==> config.mk <==
export PLATFORM = sky130hd
export DESIGN_NAME = ppm_p6_stream_decoder_top
export DESIGN_NICKNAME = d
export VERILOG_FILES = /design/src/rtl/ppm6_pkg.sv /design/src/rtl/ppm6_p6_stream_decoder_top.sv /design/src/rtl/ppm6_front.sv /design/src/rtl/ppm6_queue.sv /design/src/rtl/ppm6_back.sv
export SDC_FILE = /design/constraint.sdc
export NUM_CORES = 1
export LEC_CHECK = 0
export BUFFER_PORTS_ARGS = -buffer_cell sky130_fd_sc_hd__buf_4
export CORE_ASPECT_RATIO = 1.5
export CORE_UTILIZATION = 45
export CTS_BUF_LIST = sky130_fd_sc_hd__clkbuf_4 sky130_fd_sc_hd__clkbuf_8 sky130_fd_sc_hd__clkbuf_16
export DETAILED_ROUTE_END_ITERATION = 6
export PLACE_DENSITY = 0.67
export SETUP_SLACK_MARGIN = 0.02
export SKIP_CTS_REPAIR_TIMING = 1
export SYNTH_ARGS = -nofsm -noshare
export SYNTH_HDL_FRONTEND = slang
export SYNTH_HIERARCHICAL = 1
export SYNTH_SLANG_ARGS = --single-unit
==> constraint.sdc <==
create_clock -name clk_i -period 7.65 [get_ports clk_i]
set_input_delay 2.295 -clock clk_i [delete_from_list [all_inputs] [get_ports clk_i]]
set_output_delay 2.295 -clock clk_i [all_outputs]
set_load 0.005 [all_outputs]
==> src/rtl/ppm6_pkg.sv <==
// Shared types and constants for the P6 stream decoder.
// Used by the parser front end, the result queue and the output sequencer.
package ppm6_pkg;

  localparam int unsigned DIM_W    = 13;  // image width / height
  localparam int unsigned ACC_W    = 16;  // decimal accumulator, up to the number limit
  localparam int unsigned RASTER_W = 26;  // raster byte count
  localparam int unsigned CAP_W    = 27;  // capacity register
  localparam int unsigned RGB_W    = 24;

  localparam logic [DIM_W-1:0]  MAX_DIMENSION = DIM_W'(4096);
  localparam logic [19:0]       NUMBER_LIMIT  = 20'd65535;
  localparam logic [ACC_W-1:0]  MAXVAL_REQ    = ACC_W'(255);
  localparam logic [CAP_W-1:0]  CAP_RESET     = CAP_W'(67108864);
  localparam logic [2:0]        HDR_MIN_BYTES = 3'd4;
  localparam logic [7:0]        ALPHA_OPAQUE  = 8'hFF;

  localparam logic [7:0] CH_P     = 8'h50;
  localparam logic [7:0] CH_SIX   = 8'h36;
  localparam logic [7:0] CH_HASH  = 8'h23;
  localparam logic [7:0] CH_TAB   = 8'h09;
  localparam logic [7:0] CH_LF    = 8'h0A;
  localparam logic [7:0] CH_CR    = 8'h0D;
  localparam logic [7:0] CH_SPACE = 8'h20;
  localparam logic [7:0] CH_ZERO  = 8'h30;
  localparam logic [7:0] CH_NINE  = 8'h39;

  localparam int unsigned QUEUE_DEPTH = 4;
  localparam int unsigned QPTR_W      = 2;
  localparam int unsigned QCNT_W      = 3;

  typedef enum logic [3:0] {
    PH_MAGIC0,
    PH_MAGIC1,
    PH_MAGIC_SPACE,
    PH_SKIP_W,
    PH_NUM_W,
    PH_SKIP_H,
    PH_NUM_H,
    PH_SKIP_M,
    PH_NUM_M,
    PH_RASTER,
    PH_ERROR
  } phase_e;

  typedef enum logic [1:0] {
    ST_OK          = 2'd0,
    ST_INVALID     = 2'd1,
    ST_UNSUPPORTED = 2'd2,
    ST_CAPACITY    = 2'd3
  } status_e;

  // One queue entry: what a single accepted byte asks the back end to emit.
  typedef struct packed {
    logic             pix_valid;
    logic [RGB_W-1:0] rgb;
    logic             stat_valid;
    status_e          status;
    logic [DIM_W-1:0] width;
    logic [DIM_W-1:0] height;
  } entry_t;

endpackage

==> src/rtl/ppm6_p6_stream_decoder_top.sv <==
// Binary PPM (P6) stream decoder, top level.
// Joins ppm6_front, ppm6_queue and ppm6_back; types from ppm6_pkg.
//
// Feed the file one byte per beat on the input channel, raising
// last_byte_i on the final byte. The block takes one byte every clock
// cycle, and the front end only stalls when the four-entry result queue
// is full. Each complete RGB triple of the raster yields one pixel beat
// (RGBA, alpha 0xFF) unless the image is too big for capacity_bytes; the
// last byte yields a status beat carrying the parsed size when the status
// is OK. A byte that both completes a pixel and ends the file yields two
// beats, which the output sequencer sends one after the other, pixel first;
// the queue soaks that up, so sustained input rate stays at one byte per
// cycle while the output side keeps pace. An accepted byte's result is
// written into the queue and from there loaded into the output register.
// Treat all pixels as tentative until the status beat reports OK. Write
// the capacity register only while the block is idle; the port always
// accepts.
module ppm_p6_stream_decoder_top (
  input  logic                        clk_i,
  input  logic                        rst_ni,
  input  logic                        in_valid_i,
  output logic                        in_stall_o,
  input  logic [7:0]                  data_byte_i,
  input  logic                        last_byte_i,
  input  logic                        cfg_valid_i,
  output logic                        cfg_ready_o,
  input  logic [ppm6_pkg::CAP_W-1:0]  cfg_data_i,
  output logic                        out_valid_o,
  input  logic                        out_stall_i,
  output logic                        is_status_o,
  output logic [31:0]                 pixel_rgba_o,
  output logic [1:0]                  status_o,
  output logic [ppm6_pkg::DIM_W-1:0]  image_width_o,
  output logic [ppm6_pkg::DIM_W-1:0]  image_height_o
);
  import ppm6_pkg::*;

  logic    q_push, q_full, q_pop, q_empty;
  entry_t  q_push_entry, q_head;

  // Parse and classify bytes, hold the capacity register.
  ppm6_front u_front (
    .clk_i       (clk_i),
    .rst_ni      (rst_ni),
    .in_valid_i  (in_valid_i),
    .in_stall_o  (in_stall_o),
    .data_byte_i (data_byte_i),
    .last_byte_i (last_byte_i),
    .cfg_valid_i (cfg_valid_i),
    .cfg_ready_o (cfg_ready_o),
    .cfg_data_i  (cfg_data_i),
    .q_full_i    (q_full),
    .q_push_o    (q_push),
    .q_entry_o   (q_push_entry)
  );

  // Decouple parser from the output handshake.
  ppm6_queue u_queue (
    .clk_i        (clk_i),
    .rst_ni       (rst_ni),
    .push_i       (q_push),
    .push_entry_i (q_push_entry),
    .full_o       (q_full),
    .pop_i        (q_pop),
    .head_o       (q_head),
    .empty_o      (q_empty)
  );

  // Turn entries into pixel and status beats.
  ppm6_back u_back (
    .clk_i          (clk_i),
    .rst_ni         (rst_ni),
    .q_empty_i      (q_empty),
    .q_head_i       (q_head),
    .q_pop_o        (q_pop),
    .out_valid_o    (out_valid_o),
    .out_stall_i    (out_stall_i),
    .is_status_o    (is_status_o),
    .pixel_rgba_o   (pixel_rgba_o),
    .status_o       (status_o),
    .image_width_o  (image_width_o),
    .image_height_o (image_height_o)
  );

endmodule

==> src/rtl/ppm6_front.sv <==
// Front end of the P6 stream decoder: header parser, raster tracker and
// capacity register. Depends on ppm6_pkg; feeds entries to ppm6_queue.
module ppm6_front (
  input  logic                        clk_i,
  input  logic                        rst_ni,
  input  logic                        in_valid_i,
  output logic                        in_stall_o,
  input  logic [7:0]                  data_byte_i,
  input  logic                        last_byte_i,
  input  logic                        cfg_valid_i,
  output logic                        cfg_ready_o,
  input  logic [ppm6_pkg::CAP_W-1:0]  cfg_data_i,
  input  logic                        q_full_i,
  output logic                        q_push_o,
  output ppm6_pkg::entry_t            q_entry_o
);
  import ppm6_pkg::*;

  phase_e                phase_q, phase_d;
  logic [ACC_W-1:0]      accum_q, accum_d;
  logic                  ovf_q, ovf_d;
  logic                  cmt_q, cmt_d;
  logic [DIM_W-1:0]      width_q, width_d;
  logic [DIM_W-1:0]      height_q, height_d;
  logic [2:0]            hb_q, hb_d;
  logic [1:0]            ci_q, ci_d;
  logic [15:0]           held_q, held_d;
  logic [RASTER_W-1:0]   rc_q, rc_d;
  logic [RASTER_W-1:0]   exp_q, exp_d;
  logic                  fits_q, fits_d;
  logic [RASTER_W-1:0]   px_q;
  logic [CAP_W-1:0]      cap_q;

  logic                  acc;
  logic                  is_sp, is_dg;
  logic [3:0]            dig;
  logic [19:0]           mac;
  logic                  dim_ok;
  logic                  do_skip;
  phase_e                skip_num;
  status_e               st;

  assign acc         = in_valid_i && !q_full_i;
  assign in_stall_o  = q_full_i;
  assign cfg_ready_o = 1'b1;

  assign is_sp = (data_byte_i == CH_TAB) || (data_byte_i == CH_LF) ||
                 (data_byte_i == CH_CR) || (data_byte_i == CH_SPACE);
  assign is_dg = (data_byte_i >= CH_ZERO) && (data_byte_i <= CH_NINE);
  assign dig   = data_byte_i[3:0];
  // accum * 10 + digit, by shifts
  assign mac   = {1'b0, accum_q, 3'b000} + {3'b000, accum_q, 1'b0} + {16'b0, dig};
  assign dim_ok = !ovf_q && (accum_q != '0) && (accum_q <= ACC_W'(MAX_DIMENSION));

  always_comb begin
    phase_d   = phase_q;
    accum_d   = accum_q;
    ovf_d     = ovf_q;
    cmt_d     = cmt_q;
    width_d   = width_q;
    height_d  = height_q;
    hb_d      = hb_q;
    ci_d      = ci_q;
    held_d    = held_q;
    rc_d      = rc_q;
    exp_d     = exp_q;
    fits_d    = fits_q;
    do_skip   = 1'b0;
    skip_num  = PH_NUM_W;
    st        = ST_OK;
    q_push_o  = 1'b0;
    q_entry_o = '0;

    if (acc) begin
      if (hb_q < HDR_MIN_BYTES) begin
        hb_d = hb_q + 3'd1;
      end

      if (phase_q == PH_RASTER) begin
        if (rc_q < exp_q) begin
          rc_d = rc_q + RASTER_W'(1);
          if (ci_q < 2'd2) begin
            held_d = {held_q[7:0], data_byte_i};
            ci_d   = ci_q + 2'd1;
          end else begin
            ci_d   = 2'd0;
            held_d = '0;
            if (fits_q) begin
              q_entry_o.pix_valid = 1'b1;
              q_entry_o.rgb       = {held_q, data_byte_i};
            end
          end
        end else begin
          rc_d = exp_q + RASTER_W'(1);
        end
      end else if (phase_q != PH_ERROR) begin
        if (is_dg && ((phase_q == PH_NUM_W) || (phase_q == PH_NUM_H) ||
                      (phase_q == PH_NUM_M))) begin
          if (ovf_q || (mac > NUMBER_LIMIT)) begin
            ovf_d = 1'b1;
          end else begin
            accum_d = mac[ACC_W-1:0];
          end
        end else begin
          case (phase_q)
            PH_MAGIC0: begin
              phase_d = (data_byte_i == CH_P) ? PH_MAGIC1 : PH_ERROR;
            end
            PH_MAGIC1: begin
              phase_d = (data_byte_i == CH_SIX) ? PH_MAGIC_SPACE : PH_ERROR;
            end
            PH_MAGIC_SPACE: begin
              phase_d = is_sp ? PH_SKIP_W : PH_ERROR;
            end
            PH_SKIP_W: begin
              do_skip  = 1'b1;
              skip_num = PH_NUM_W;
            end
            PH_NUM_W: begin
              if (!dim_ok) begin
                phase_d = PH_ERROR;
              end else begin
                width_d  = accum_q[DIM_W-1:0];
                phase_d  = PH_SKIP_H;
                do_skip  = 1'b1;
                skip_num = PH_NUM_H;
              end
            end
            PH_SKIP_H: begin
              do_skip  = 1'b1;
              skip_num = PH_NUM_H;
            end
            PH_NUM_H: begin
              if (!dim_ok) begin
                phase_d = PH_ERROR;
              end else begin
                height_d = accum_q[DIM_W-1:0];
                phase_d  = PH_SKIP_M;
                do_skip  = 1'b1;
                skip_num = PH_NUM_M;
              end
            end
            PH_SKIP_M: begin
              do_skip  = 1'b1;
              skip_num = PH_NUM_M;
            end
            PH_NUM_M: begin
              if (ovf_q || (accum_q != MAXVAL_REQ) || !is_sp) begin
                phase_d = PH_ERROR;
              end else begin
                // px_q has settled: maxval needs several bytes after height
                exp_d   = {px_q[RASTER_W-2:0], 1'b0} + px_q;
                fits_d  = ({px_q, 2'b00} <= {1'b0, cap_q});
                rc_d    = '0;
                ci_d    = 2'd0;
                held_d  = '0;
                phase_d = PH_RASTER;
              end
            end
            default: begin
              phase_d = PH_ERROR;
            end
          endcase

          if (do_skip) begin
            if (cmt_q) begin
              if ((data_byte_i == CH_LF) || (data_byte_i == CH_CR)) begin
                cmt_d = 1'b0;
              end else if ((data_byte_i < CH_SPACE) && (data_byte_i != CH_TAB)) begin
                phase_d = PH_ERROR;
              end
            end else if (is_sp) begin
              // stay in the skip phase
            end else if (data_byte_i == CH_HASH) begin
              cmt_d = 1'b1;
            end else if (is_dg) begin
              accum_d = ACC_W'(dig);
              ovf_d   = 1'b0;
              phase_d = skip_num;
            end else begin
              phase_d = PH_ERROR;
            end
          end
        end
      end

      if (last_byte_i) begin
        if (hb_d < HDR_MIN_BYTES) begin
          st = ST_INVALID;
        end else if ((phase_d != PH_RASTER) || (rc_d != exp_d)) begin
          st = ST_UNSUPPORTED;
        end else if (!fits_d) begin
          st = ST_CAPACITY;
        end else begin
          st = ST_OK;
        end
        q_entry_o.stat_valid = 1'b1;
        q_entry_o.status     = st;
        q_entry_o.width      = (st == ST_OK) ? width_d : '0;
        q_entry_o.height     = (st == ST_OK) ? height_d : '0;

        // drop the run state, keep the capacity
        phase_d  = PH_MAGIC0;
        accum_d  = '0;
        ovf_d    = 1'b0;
        cmt_d    = 1'b0;
        width_d  = '0;
        height_d = '0;
        hb_d     = '0;
        ci_d     = '0;
        held_d   = '0;
        rc_d     = '0;
        exp_d    = '0;
        fits_d   = 1'b0;
      end

      q_push_o = q_entry_o.pix_valid || q_entry_o.stat_valid;
    end
  end

  always_ff @(posedge clk_i or negedge rst_ni) begin
    if (!rst_ni) begin
      phase_q  <= PH_MAGIC0;
      accum_q  <= '0;
      ovf_q    <= 1'b0;
      cmt_q    <= 1'b0;
      width_q  <= '0;
      height_q <= '0;
      hb_q     <= '0;
      ci_q     <= '0;
      held_q   <= '0;
      rc_q     <= '0;
      exp_q    <= '0;
      fits_q   <= 1'b0;
      cap_q    <= CAP_RESET;
    end else begin
      phase_q  <= phase_d;
      accum_q  <= accum_d;
      ovf_q    <= ovf_d;
      cmt_q    <= cmt_d;
      width_q  <= width_d;
      height_q <= height_d;
      hb_q     <= hb_d;
      ci_q     <= ci_d;
      held_q   <= held_d;
      rc_q     <= rc_d;
      exp_q    <= exp_d;
      fits_q   <= fits_d;
      if (cfg_valid_i) begin
        cap_q <= cfg_data_i;
      end
    end
  end

  // Pixel count of the image, registered off the multiplier.
  always_ff @(posedge clk_i) begin
    px_q <= RASTER_W'(width_q) * RASTER_W'(height_q);
  end

endmodule

==> src/rtl/ppm6_queue.sv <==
// Short result queue between the decoder front end and the output sequencer.
// Register-based ring of entry_t from ppm6_pkg.
module ppm6_queue (
  input  logic             clk_i,
  input  logic             rst_ni,
  input  logic             push_i,
  input  ppm6_pkg::entry_t push_entry_i,
  output logic             full_o,
  input  logic             pop_i,
  output ppm6_pkg::entry_t head_o,
  output logic             empty_o
);
  import ppm6_pkg::*;

  entry_t              mem_q [QUEUE_DEPTH];
  logic [QPTR_W-1:0]   wr_ptr_q, wr_ptr_d;
  logic [QPTR_W-1:0]   rd_ptr_q, rd_ptr_d;
  logic [QCNT_W-1:0]   cnt_q, cnt_d;
  logic                do_push, do_pop;

  assign full_o  = (cnt_q == QCNT_W'(QUEUE_DEPTH));
  assign empty_o = (cnt_q == '0);
  assign head_o  = mem_q[rd_ptr_q];
  assign do_push = push_i && !full_o;
  assign do_pop  = pop_i && !empty_o;

  always_comb begin
    wr_ptr_d = do_push ? wr_ptr_q + QPTR_W'(1) : wr_ptr_q;
    rd_ptr_d = do_pop ? rd_ptr_q + QPTR_W'(1) : rd_ptr_q;
    cnt_d    = cnt_q;
    if (do_push && !do_pop) begin
      cnt_d = cnt_q + QCNT_W'(1);
    end else if (do_pop && !do_push) begin
      cnt_d = cnt_q - QCNT_W'(1);
    end
  end

  always_ff @(posedge clk_i or negedge rst_ni) begin
    if (!rst_ni) begin
      wr_ptr_q <= '0;
      rd_ptr_q <= '0;
      cnt_q    <= '0;
    end else begin
      wr_ptr_q <= wr_ptr_d;
      rd_ptr_q <= rd_ptr_d;
      cnt_q    <= cnt_d;
    end
  end

  always_ff @(posedge clk_i) begin
    if (do_push) begin
      mem_q[wr_ptr_q] <= push_entry_i;
    end
  end

endmodule

==> src/rtl/ppm6_back.sv <==
// Output sequencer of the P6 stream decoder: splits queue entries into
// pixel and status beats held in the output register. Depends on ppm6_pkg.
module ppm6_back (
  input  logic                        clk_i,
  input  logic                        rst_ni,
  input  logic                        q_empty_i,
  input  ppm6_pkg::entry_t            q_head_i,
  output logic                        q_pop_o,
  output logic                        out_valid_o,
  input  logic                        out_stall_i,
  output logic                        is_status_o,
  output logic [31:0]                 pixel_rgba_o,
  output logic [1:0]                  status_o,
  output logic [ppm6_pkg::DIM_W-1:0]  image_width_o,
  output logic [ppm6_pkg::DIM_W-1:0]  image_height_o
);
  import ppm6_pkg::*;

  logic              valid_q, valid_d;
  logic              pix_done_q, pix_done_d;
  logic              load;
  logic              is_status_q, is_status_d;
  logic [31:0]       pixel_q, pixel_d;
  logic [1:0]        status_q, status_d;
  logic [DIM_W-1:0]  width_q, width_d;
  logic [DIM_W-1:0]  height_q, height_d;

  assign load = !valid_q || !out_stall_i;

  always_comb begin
    valid_d     = valid_q;
    pix_done_d  = pix_done_q;
    is_status_d = is_status_q;
    pixel_d     = pixel_q;
    status_d    = status_q;
    width_d     = width_q;
    height_d    = height_q;
    q_pop_o     = 1'b0;

    if (load) begin
      valid_d = 1'b0;
      if (!q_empty_i) begin
        valid_d = 1'b1;
        if (q_head_i.pix_valid && !pix_done_q) begin
          is_status_d = 1'b0;
          pixel_d     = {q_head_i.rgb, ALPHA_OPAQUE};
          status_d    = ST_OK;
          width_d     = '0;
          height_d    = '0;
          // hold the entry if its status beat is still to come
          if (q_head_i.stat_valid) begin
            pix_done_d = 1'b1;
          end else begin
            q_pop_o = 1'b1;
          end
        end else begin
          is_status_d = 1'b1;
          pixel_d     = '0;
          status_d    = q_head_i.status;
          width_d     = q_head_i.width;
          height_d    = q_head_i.height;
          pix_done_d  = 1'b0;
          q_pop_o     = 1'b1;
        end
      end
    end
  end

  always_ff @(posedge clk_i or negedge rst_ni) begin
    if (!rst_ni) begin
      valid_q    <= 1'b0;
      pix_done_q <= 1'b0;
    end else begin
      valid_q    <= valid_d;
      pix_done_q <= pix_done_d;
    end
  end

  always_ff @(posedge clk_i) begin
    is_status_q <= is_status_d;
    pixel_q     <= pixel_d;
    status_q    <= status_d;
    width_q     <= width_d;
    height_q    <= height_d;
  end

  assign out_valid_o    = valid_q;
  assign is_status_o    = is_status_q;
  assign pixel_rgba_o   = pixel_q;
  assign status_o       = status_q;
  assign image_width_o  = width_q;
  assign image_height_o = height_q;

endmodule
# After elaboration in Yosys (flattened, before gate mapping)
# Memory sizes are Yosys's and may differ from the RTL's.
# Cells that the tools add are included.
# totals
memories,1
ff_bits,245
out_inout_bits,64
ram_bits,216
inputBits,41
word_cells,272
# memory_table
name,depth,word_bits,rd,rd_clocked_by_memory_dff,wr,line,text
u_queue.mem_q,4,54,1,0,1,ppm6_queue.sv:15,entry_t mem_q [QUEUE_DEPTH];
# op_classes
mul,1
n_bitwise,1
magnitude_cmp,10
reduce_logical,51
n_addsub,11
eq_ne,33
muxes,139
# ops
cell,n
26-bit two-way mux,15
16-bit two-way mux,18
13-bit two-way mux,14
25-bit two-way mux,5
4-bit two-way mux,18
29-bit two-way mux,2
54-bit two-way mux,1
"26-bit by 1-bit adder with 26-bit output, second input constant",2
1-bit two-way mux,42
2-bit two-way mux,15
28-bit by 27-bit <= comparator with 1-bit output,1
4-bit one-hot mux with 7 select lines,1
26-bit adder,1
26-bit less-than comparator,1
13-bit by 13-bit multiplier with 26-bit output,1
26-bit != test,1
"8-bit by 4-bit == test with 1-bit output, second input constant",3
"8-bit by 6-bit == test with 1-bit output, second input constant",3
19-bit by 17-bit adder with 20-bit output,1
20-bit by 4-bit adder with 20-bit output,1
"20-bit by 16-bit > comparator with 1-bit output, second input constant",1
9-bit AND reduction,2
"4-bit by 3-bit == test with 1-bit output, second input constant",4
"16-bit by 13-bit <= comparator with 1-bit output, second input constant",1
other kinds (39),92

# Longest topological paths before layout
# depth
depth_word,33
mapped_depth,28
mapped_depth_nobuf,23

# Hierarchy
# The synthesis kept the hierarchy.
# modules_own_cells
mod,seq_area_each_um2,instances,cells_each,area_per_inst_um2
ppm6_front,4250.3,1,2207,18978.2
ppm6_queue,6661.4,1,318,8211.6
ppm6_back,1671.6,1,128,2170.8

# Worst setup path before layout
# Ideal clock, no wire load.
# synth_timing
path_kind,in2reg
startpoint,input port out_stall_i
endpoint,register u_queue.cnt_q[1]
stages,7
t_required_ns,7.525
arrival_ns,6.369
setup_time_ns,0.125
path_slack_ns,1.156
path_cell_list,a21oi_1 nor2b_1 nand2_1 ha_1 inv_1 fa_1 mux2_2
# synth_between
elab_chain_cells,7
# synth_lines
item,line,text
"start, declared",ppm6_p6_stream_decoder_top.sv:29,"input logic out_stall_i,"
1-bit zero test,ppm6_back.sv:28,assign load = !valid_q || !out_stall_i;
1-bit logical OR,ppm6_back.sv:28,
1-bit two-way mux,ppm6_back.sv:40,if (load) begin
via q_pop,ppm6_p6_stream_decoder_top.sv:38,"logic q_push, q_full, q_pop, q_empty;"
1-bit logical AND,ppm6_queue.sv:25,assign do_pop = pop_i && !empty_o;
1-bit zero test,ppm6_queue.sv:31,if (do_push && !do_pop) begin
1-bit logical AND,ppm6_queue.sv:31,
3-bit two-way mux,ppm6_queue.sv:31,
via u_queue.cnt_d[1],ppm6_queue.sv:18,"logic [QCNT_W-1:0] cnt_q, cnt_d;"
"end signal, assigned",ppm6_queue.sv:46,cnt_q <= cnt_d;
"end, declared",ppm6_queue.sv:18,
# The timed path passes the listed nets, and every way through them passes these cells.
# A chain may end at the register's enable or synchronous reset.

==> reports/qor.txt <==
CP Data Required Time: 7980 ps
syn avg cell area: 11.1 um^2
first-pass detailed-route iteration total: 5
critical path startpoint category: flop
MaxCap Viol Count: 0
setup violators final: 0
unrepaired setup endpoints after global routing: false
Port Buffers: 103
share of layout cells above drive strength 1: 0.134
Critical Path Fanout Max: 27
CTS tree: done
fin nets: 3,052
Initial DRC Count: 1,446
count of final hold-check violations: 0
fin crit period: 7140 ps
Std-Cell Rows: 114
Finished Core Util: 0.505
Fmax achieved: 0.140 GHz
Final period util: 0.933
pwr dens: 260 nW/um^2
half-perimeter wire length after placement: 59,100 um
worst stage delay on the critical path: 750 ps
Post-synth EDFFs: 270
most frequent cells in the layout: edfxtp_1, nand2_1, inv_1
Critical path origin: u_front/exp_q[15]
CTS Buf Count: 45
Clock Latency Late Sink: 610 ps
register area share after synthesis: 0.429
Die ar.: 66,300 um^2
CTS root buf: clkbuf_16
synth unique cells: 101
Yosys Warn Count: 6
diode count: 0
Static Leakage: 14.0 nW
fraction of registers with async set/reset: 0.348
gr usage total: 0.253
global-route wire length before repair: 128,000 um
Routed wire per std cell: 22.6 um
vias in the first global route: 22,000
crit path DAT: 7470 ps
most common flop cell mapped by yosys: edfxtp_1
Die H: 315 um
Die W: 211 um
Final Slew Violations: 0
slowest CP cell: or4_1
Initial Util: 0.455
most common cell after layout, fill and taps aside: edfxtp_1
grt ovf: 0
largest net degree at the start of global routing: 95
Post-Route WL: 81,700 um
clk sinks: 454
Core Area: 64,500 um^2
#FFs+latches synth: 454
antenna violations before repair: 1
Syn Inst Count: 2,653
drc violations: 0
H-tree depth: 2
via count: 21,000
setup_tns: 0 ps
Ports: 105
Worst setup EP type: flop
critical path type: reg -> reg
slew margin rel.: 0.0461
most used cell, CP: nor3_1
Vias/cell: 5.81
Longest Clk Path Bufs: 3
crit-path cells: inv_1, ha_1, a21o_1, a221o_1, a211o_1, a21o_1, nor2_8, nand2_1, o21ai_0, ha_1, inv_1, or4_1, nor3_1, a2111oi_0, o31ai_1, a21oi_1, nor3_1, nand4_1, nor4_2, nand4_2, buf_4, nor3_1
RR Startpoint: u_front/exp_q[15]
status: finished clean
GPL Wtd Cong: 0.976
Hold Crit Start: u_queue/cnt_q[2]
HP Class: reg -> reg
Final ANT Viol Nets: 0
cell area after synthesis: 29,400 um^2
Area growth, synth to finish: 10.8%
clock skew: 28.9 ps
VDD IR max: 0.269 mV
worst slew pin tran: 1420 ps
clock slew at reported path FFs: 70 ps
Synth Net Count: 3,002
==> layout make-up <==
type | instances | area, um^2
clock buffer | 65 | 1330
sequential | 454 | 12600
timing repair buffer | 146 | 1150
tap | 870 | 1090
multi-input combinational | 1835 | 15300
clock inverter | 19 | 225
inverter | 221 | 830
fill | 5717 | 31900
==> sequential cells by signal (all words and copies together), names as in the netlist, 3 cells and up <==
register               count
u_back/image_height_o     13
u_back/image_width_o      13
u_back/pixel_rgba_o       25
u_front/accum_q           16
u_front/cap_q             27
u_front/exp_q             26
u_front/hb_q               3
u_front/height_q          13
u_front/held_q            16
u_front/phase_q            4
u_front/px_q              26
u_front/rc_q              26
u_front/width_q           13
u_queue/cnt_q              3
u_queue/mem_q            216
==> cell usage after synthesis, drive strengths merged (9+ instances only) <==
cell type | count | area share
fa | 125 | 0.085
nor2 | 105 | 0.014
nor3b | 9 | 0.0025
and3 | 16 | 0.0034
a22o | 66 | 0.020
o22ai | 22 | 0.0047
dfxtp | 26 | 0.018
a2111oi | 10 | 0.0043
nand2b | 13 | 0.0030
o211ai | 15 | 0.0043
clkbuf | 97 | 0.012
mux4 | 54 | 0.041
buf | 46 | 0.010
a31oi | 10 | 0.0021
edfxtp | 270 | 0.28
mux2 | 11 | 0.0042
nand3 | 49 | 0.0084
inv | 220 | 0.028
nor2b | 16 | 0.0034
a21o | 38 | 0.0097
mux2i | 40 | 0.014
xor2 | 33 | 0.0098
ha | 183 | 0.078
xnor2 | 81 | 0.024
nor4 | 17 | 0.0043
a22oi | 10 | 0.0026
dfrtp | 157 | 0.13
or3 | 13 | 0.0028
nor3 | 62 | 0.014
nand4 | 34 | 0.0075
a21oi | 98 | 0.017
o31ai | 12 | 0.0031
and2 | 165 | 0.036
o21ai | 112 | 0.019
nand2 | 268 | 0.034
a211oi | 24 | 0.0066
==> critical path, delay by kind of cell (launching register included) <==
family	cells	cell delay (ps)
adder cells (fa/ha/maj)	2	740
buffers and inverters	3	520
AO/OA/AOI/OAI	8	2190
AND/OR/NAND/NOR	9	2930
flip-flops	1	440
==> metal layers <==
layer	part of all wire	vias to the layer above	track usage
li1	-	9591	-
met1	0.38	10500	0.298
met2	0.52	701	0.451
met3	0.049	208	0.0322
met4	0.052	2	0.125
met5	0.00016	-	0
==> metrics by stage <==
stage	hold WS, ps	worst slack, ps	total power [mW]	cell area [um^2]	std cells
detailed placement	488	704	6.21	31000	3525
global placement	463	886	6.17	31000	3525
floorplan	445	1160	5.23	29400	2653
CTS	506	639	8.54	32500	3609
finish	501	515	8.47	32500	3610
global route	526	240	8.87	32500	3610
==> cell families after synthesis <==
logic type	Yosys count	synth area share
buf+inv	364	0.0510
mux	105	0.0593
fa+ha+maj	308	0.163
flops	454	0.429
other cells	1	0.000128
xor+xnor	114	0.0340
compound gates	494	0.116
simple gates	813	0.148
==> final timing paths <==
path	cells past startpoint	to	slack (ps)
setup / recovery	22	u_queue/mem_q[0][0]	510
hold / removal	1	u_queue/cnt_q[2]	500
setup reg to reg	22	u_queue/mem_q[0][0]	510
hold reg to reg	1	u_queue/cnt_q[2]	500
max in group asynchronous	2	u_queue/rd_ptr_q[0]	4380
min in group asynchronous	1	u_front/rc_q[18]	1790
==> report_power, final <==
part	leakage, nW	total, mW	internal (mW)	switching [mW]
Sequential	4.88	3.33	3.04	0.285
Combinational	8.39	2.83	1.19	1.64
Clock	0.769	2.31	1.33	0.982
No activity file was read; power rests on OpenSTA's default activity.
